[config.mk]
export PLATFORM = sky130hd
export DESIGN_NAME = stq_cell
export DESIGN_NICKNAME = d
export VERILOG_FILES = /design/src/hdl/stq_pkg.sv /design/src/hdl/stq_cell.sv
export SDC_FILE = /design/constraint.sdc
export NUM_CORES = 1
export LEC_CHECK = 0
export BUFFER_PORTS_ARGS = -buffer_cell sky130_fd_sc_hd__buf_2
export CELL_PAD_IN_SITES_DETAIL_PLACEMENT = 0
export CELL_PAD_IN_SITES_GLOBAL_PLACEMENT = 1
export CORE_AREA = 2 2 217 219
export CTS_CLUSTER_SIZE = 30
export DETAILED_ROUTE_END_ITERATION = 8
export DIE_AREA = 0 0 219 221
export GPL_TIMING_DRIVEN = 1
export PLACE_DENSITY = 0.58
export SKIP_CTS_REPAIR_TIMING = 1
export SLEW_MARGIN = 10
export SYNTH_ARGS = -nofsm -noshare
export SYNTH_HDL_FRONTEND = slang
export SYNTH_SLANG_ARGS = --single-unit
[constraint.sdc]
create_clock -name clk -period 22.7 [get_ports clk]
set_input_delay 4.54 -clock clk [delete_from_list [all_inputs] [get_ports clk]]
set_output_delay 4.54 -clock clk [all_outputs]
set_load 0.005 [all_outputs]
[src/hdl/stq_pkg.sv]
// Shared types and constants for the sorted timeout queue.
package stq_pkg;

  localparam int DEPTH       = 16;
  localparam int MAX_RESULTS = 16;
  localparam int CNT_W       = $clog2(DEPTH + 1);
  localparam int NRES_W      = $clog2(MAX_RESULTS + 1);

  localparam int CMD_W   = 2;
  localparam int OWNER_W = 16;
  localparam int TID_W   = 32;
  localparam int DELAY_W = 32;
  localparam int TIME_W  = 64;
  localparam int EV_W    = 3;
  localparam int RMC_W   = 5;

  typedef enum logic [CMD_W-1:0] {
    CMD_REGISTER = 2'd0,
    CMD_TICK     = 2'd1,
    CMD_CANCEL   = 2'd2
  } cmd_t;

  typedef enum logic [EV_W-1:0] {
    EV_EXPIRED    = 3'd0,
    EV_REGISTERED = 3'd1,
    EV_REJECTED   = 3'd2,
    EV_CANCELLED  = 3'd3,
    EV_NONE_DUE   = 3'd4
  } ev_t;

  typedef enum logic [1:0] {
    ST_IDLE,
    ST_INS,
    ST_TICK,
    ST_CANC
  } state_t;

  typedef enum logic [1:0] {
    CELL_HOLD,
    CELL_INSERT,
    CELL_REMOVE
  } cell_op_t;

  typedef struct packed {
    logic               valid;
    logic [TIME_W-1:0]  deadline;
    logic [OWNER_W-1:0] owner;
    logic [TID_W-1:0]   timer_tag;
  } entry_t;

  // broadcast from the controller to every cell
  typedef struct packed {
    cell_op_t           op;
    logic               match_owner;
    logic               wrapped;
    logic [TIME_W-1:0]  key_time;
    logic [OWNER_W-1:0] key_owner;
    logic [TID_W-1:0]   new_timer;
  } cell_ctrl_t;

  // rippled from cell to cell, head towards tail
  typedef struct packed {
    logic               ge;
    logic               seen1;
    logic               seen2;
    logic [OWNER_W-1:0] sel_owner;
    logic [TID_W-1:0]   sel_timer;
  } link_t;

endpackage

[src/hdl/stq_cell.sv]
// One slot of the sorted chain: holds an entry, shifts for insert and compaction.
module stq_cell (
  input  logic               clk,
  input  logic               rst_n,
  input  stq_pkg::cell_ctrl_t ctrl_i,
  input  stq_pkg::link_t     link_i,
  output stq_pkg::link_t     link_o,
  input  stq_pkg::entry_t    left_i,
  input  stq_pkg::entry_t    right_i,
  output stq_pkg::entry_t    ent_o
);

  stq_pkg::entry_t ent_r;
  stq_pkg::entry_t ent_nxt;
  logic            ge_w;
  logic            due_w;
  logic            hit_w;

  // new deadline goes in front of this slot only if the slot is empty or its deadline is strictly later
  assign ge_w  = !ent_r.valid || (ent_r.deadline > ctrl_i.key_time);
  assign due_w = ctrl_i.wrapped ? (ent_r.deadline >= ctrl_i.key_time)
                                : (ent_r.deadline <= ctrl_i.key_time);
  assign hit_w = ent_r.valid &&
                 (ctrl_i.match_owner ? (ent_r.owner == ctrl_i.key_owner) : due_w);

  always_comb begin
    link_o.ge    = ge_w;
    link_o.seen1 = link_i.seen1 | hit_w;
    link_o.seen2 = link_i.seen2 | (link_i.seen1 & hit_w);
    if (hit_w && !link_i.seen1) begin
      link_o.sel_owner = ent_r.owner;
      link_o.sel_timer = ent_r.timer_tag;
    end else begin
      link_o.sel_owner = link_i.sel_owner;
      link_o.sel_timer = link_i.sel_timer;
    end
  end

  always_comb begin
    ent_nxt = ent_r;
    case (ctrl_i.op)
      stq_pkg::CELL_INSERT: begin
        if (link_i.ge) begin
          ent_nxt = left_i;
        end else if (ge_w) begin
          ent_nxt.valid     = 1'b1;
          ent_nxt.deadline  = ctrl_i.key_time;
          ent_nxt.owner     = ctrl_i.key_owner;
          ent_nxt.timer_tag = ctrl_i.new_timer;
        end
      end
      stq_pkg::CELL_REMOVE: begin
        // first hit and everything behind it moves up one slot
        if (link_i.seen1 || hit_w) begin
          ent_nxt = right_i;
        end
      end
      default: ent_nxt = ent_r;
    endcase
  end

  always_ff @(posedge clk) begin
    if (!rst_n) begin
      ent_r.valid <= 1'b0;
    end else begin
      ent_r <= ent_nxt;
    end
  end

  assign ent_o = ent_r;

endmodule

# After elaboration in Yosys (flattened, before gate mapping)
# Cells that the tools add are included.
# classes
bitwise	3
n_eq_ne	5
reduce_logical	9
n_lt_le_gt_ge	3
n_mux	7
# op_table
operator	count
two-way mux 113 bit	3
one-hot mux 113 bit (2 select lines)	1
greater-or-equal comparator 64 bit	1
> comparator 64 bit	1
less-or-equal comparator 64 bit	1
two-way mux 48 bit	1
== test 16 bit	1
AND reduction 4 bit	1
!= test 3 bit, second input constant	1
AND reduction 3 bit	1
== test 2 x 1 -> 1 bit, second input constant	1
== test 2 bit, second input constant	1
logical AND 1 bit	2
logical NOT 1 bit	2
logical OR 1 bit	2
two-way mux 1 bit	2
!= test 2 bit, second input constant	1
bitwise OR 1 bit	2
nonzero test 2 bit	1
bitwise AND 1 bit	1
# word_totals
regBits	113

# Logic depth before layout (Yosys ltp)
# depth
word_depth	7
mapped_depth	12
ltp_nobuf	11

# Least setup slack after synthesis
# Ideal clock, no wire load.
# synth_path
path_kind	input -> register
start	input ctrl_i[109] (netlist bit)
end	register ent_r (netlist bit ent_o[0]) (enable)
arrival_time_ns	14.794
stages	11
setup_ns	0.755
slack_ns	7.150
required_time_ns	21.945
path_cell_list	inv_1 -> ha_1 -> a21o_1 -> a21o_1 -> a221oi_2 -> o21ai_2 -> a2111oi_4 -> a2111oi_4 -> o31ai_1 -> nand2_1 -> a21boi_0
# synth_between
elab_chain_len	7
elab_cells_between_ends	11
classes_between	3 x order compare; 2 x eq/ne; 2 x mux; 4 x reduce/logical
# synth_rtl
element	line	text
from (decl)	stq_cell.sv:5	input stq_pkg::cell_ctrl_t ctrl_i,
less-or-equal comparator 64 bit or greater-or-equal comparator 64 bit (tied branches)	stq_cell.sv:22, stq_cell.sv:21	
two-way mux 1 bit	stq_cell.sv:21	assign due_w = ctrl_i.wrapped ? (ent_r.deadline >= ctrl_i.key_time)
two-way mux 1 bit	stq_cell.sv:24	(ctrl_i.match_owner ? (ent_r.owner == ctrl_i.key_owner) : due_w);
logical AND 1 bit	stq_cell.sv:23	assign hit_w = ent_r.valid &&
logical OR 1 bit	stq_cell.sv:54	if (link_i.seen1 || hit_w) begin
!= test 2 bit (no line)	n/a	
AND reduction 4 bit (no line) *	n/a	
to (signal assigned)	stq_cell.sv:66	ent_r <= ent_nxt;
to (decl)	stq_cell.sv:13	stq_pkg::entry_t ent_r;
# Mark *: on every way between the ends. The rest lies on a longest branch, timed or not.
# A chain may end at the register's enable or synchronous reset.

==> impl_metrics.yaml <==
status:
  outcome: "completed"
route:
  routed-via-count: 8103
  drt-total-wl_um: 35800
  avgRoutedWirePerCell_um: 18.1
  avgViaCountPerCell: 4.09
  drt_first_pass_iters: 4
  first_iter_violations: 356
  antenna_left: 0
  drc: 0
clocking:
  clock_sinks: 113
  clk_pin_slew_ns: 0.06
  clk_latency_ns: 0.47
  cts_buffer_depth: 2
  h-tree-depth: 4
  cts_inserted_buffers: 17
  cts_tree: "done"
  cts_root_buf: "clkbuf_16"
global_route:
  grtUsageTotal_pct: 14.5
  grt_max_degree: 228
  antenna_found_initial: 3
  grt_pass1_wl_um: 51900
  first_global_vias: 8491
  overflow: 0
place:
  port_buffers: 558
  hpwl_um: 29400
  preCtsSetupSlack_ns: 9.97
  gp_congestion: 0.822
die:
  die_y_um: 221
  initial_core_util_pct: 18.1
  design.core.area_um2: 46100
  rows: 79
  die_area_um2: 48400
  io-pin-count: 559
  die_w_um: 219
setup_path:
  path_max_fanout: 47
  cp-start-kind: "input port"
  path_buf_inv: 4
  critPathArrivalTime_ns: 8.07
  worst_ep_required_time_ns: 18.16
  cp_top_family: "simple AND/OR/NAND/NOR gates"
  cp-end-kind: "primary output"
  cp_cell_sequence: "buf_2 -> inv_1 -> ha_1 -> nand4_1 -> nor4_4 -> nand4_1 -> nor3_2 -> nor3b_1 -> and3_4 -> nor4_4 -> buf_4 -> mux2_2 -> buf_2"
  cp_slowest_stage_delay_ns: 0.63
  setup.worst_path.class: "input port to primary output"
  slowest_stage: "buf_4"
synth:
  synth_edf_count: 112
  avgSynthCellArea_um2: 10.2
  yosysUniqueCellTypes: 46
  syn-num-nets: 1277
  synth-seq-cells: 113
  synth_cells: 818
  syn_area_um2: 8320
  seq_area_frac_synth_pct: 40.7
  synth-main-ff-cell: "edfxtp_1"
  yosysWarnings: 0
  synthArstFlopShare_pct: 0
job:
  cap_violations: 0
pwr:
  clockPowerShare_pct: 40.2
  totalPowerFinal_mw: 0.658
  seqPwrFrac_pct: 38.6
  p_comb_share_pct: 21.2
  p_leak_nw: 5.92
  p_sw_mw: 0.184
  sw_frac_of_total_pct: 28.0
  ir_worst_vdd_mv: 0.0444
  p_int_mw: 0.474
  p_per_area_nw_per_um2: 53.5
cells_and_area:
  final_core_util_pct: 26.7
  final_common_cell: "buf_2"
  largest_register_ffs: 113
  final_cell_mix: "557 x buf_2, 132 x nand2_1, 120 x o21ai_0"
  nFillCells: 5084
  area_growth_pct: 47.9
  drive_gt1_share_pct: 47.4
  fin_nets: 1816
sta:
  tightest_slew_ns: 0.932
  fmax_mhz: 79.3
  final-setup-viol-count: 0
  rsz0062_at_grt: "no"
  finalClockSkew_ns: 0.0159
  fin_tns_setup_ns: 0
  timing.final.crit_share_pct: 55.6
  max_slew_margin_pct: 37.8
  timing.final.ws_setup_ns: 10.09
  holdWs_ns: 0.742
  hold_violations: 0
  finalMaxSlewViolations: 0
  period_needed_ns: 12.61
hold_path:
  hold_path_class: "flop to flop"
## final timing paths
kind / slack [ns] / startpoint / depth (start not counted) / endpoint
setup / recovery: 10.09 / ctrl_i[105] / 13 / link_o[7]
hold / removal: 0.74 / ent_o[112] / 3 / ent_o[112]
setup reg to reg: 18.17 / ent_o[105] / 11 / ent_o[99]
hold reg to reg: 0.74 / ent_o[112] / 3 / ent_o[112]
## Yosys cell counts, drive strengths merged, types with 4 or more instances
cell	count	area [um2]
nand3	9	45.0
clkbuf	35	131
mux2i	112	1120
nand4	15	100
o21ai	122	614
ha	64	801
nand2	132	495
edfxtp	112	3360
nor2	8	30.0
mux2	48	616
a221oi	4	41.3
xor2	16	140
a21o	4	30.0
buf	9	76.3
nor4	7	73.8
a21oi	28	140
inv	69	259
## cell families (layout without fill, tap and decap cells)
kind of cell	count (synthesis)	after routing	synth area share (%)
compound gates	170	170	11.6
xor+xnor	16	16	1.68
fa+ha+maj	64	64	9.63
buf+inv	113	665	5.61
flops	113	113	40.7
mux	160	160	20.9
other cells	0	2	0
simple gates	182	182	9.96
## routing by layer
metal  part of all wire, %  global-route usage (%)
met1                    41                    16.6
met2                    50                    25.4
met3                   6.8                    4.43
met4                   2.1                    5.06
met5                 0.067                       0
## layout make-up
cell class / count / area (um2) / area share (%)
multi-input combinational: 592 / 4490 / 36.5
sequential: 113 / 3380 / 27.5
timing repair buffer: 564 / 2860 / 23.2
tap: 607 / 759 / 6.17
clock buffer: 20 / 437 / 3.55
inverter: 69 / 259 / 2.10
clock inverter: 12 / 118 / 0.956
antenna: 2 / 5.00 / 0.0407
## tightest hold or removal path: stages, from the launching register on
cell and delay, ns:
dfxtp_1 0.39, a21oi_1 0.15, a211o_1 0.11, a21boi_1 0.05
## through the flow
stage	instances	cell area [um2]
2_1_floorplan	818	8320
3_5_place_dp	1945	11700
6_report	1979	12300
3_3_place_gp	1945	11700
4_1_cts	1977	12300
5_1_grt	1978	12300
## power groups by stage
stage / Sequential [mW] / Clock, mW / Combinational [mW]
2_1_floorplan: 0.259 / 0 / 0.0668
3_3_place_gp: 0.258 / 0 / 0.141
3_5_place_dp: 0.258 / 0 / 0.142
4_1_cts: 0.254 / 0.277 / 0.143
5_1_grt: 0.255 / 0.282 / 0.157
6_report: 0.254 / 0.264 / 0.140
Power figures use the tool's default switching activity.
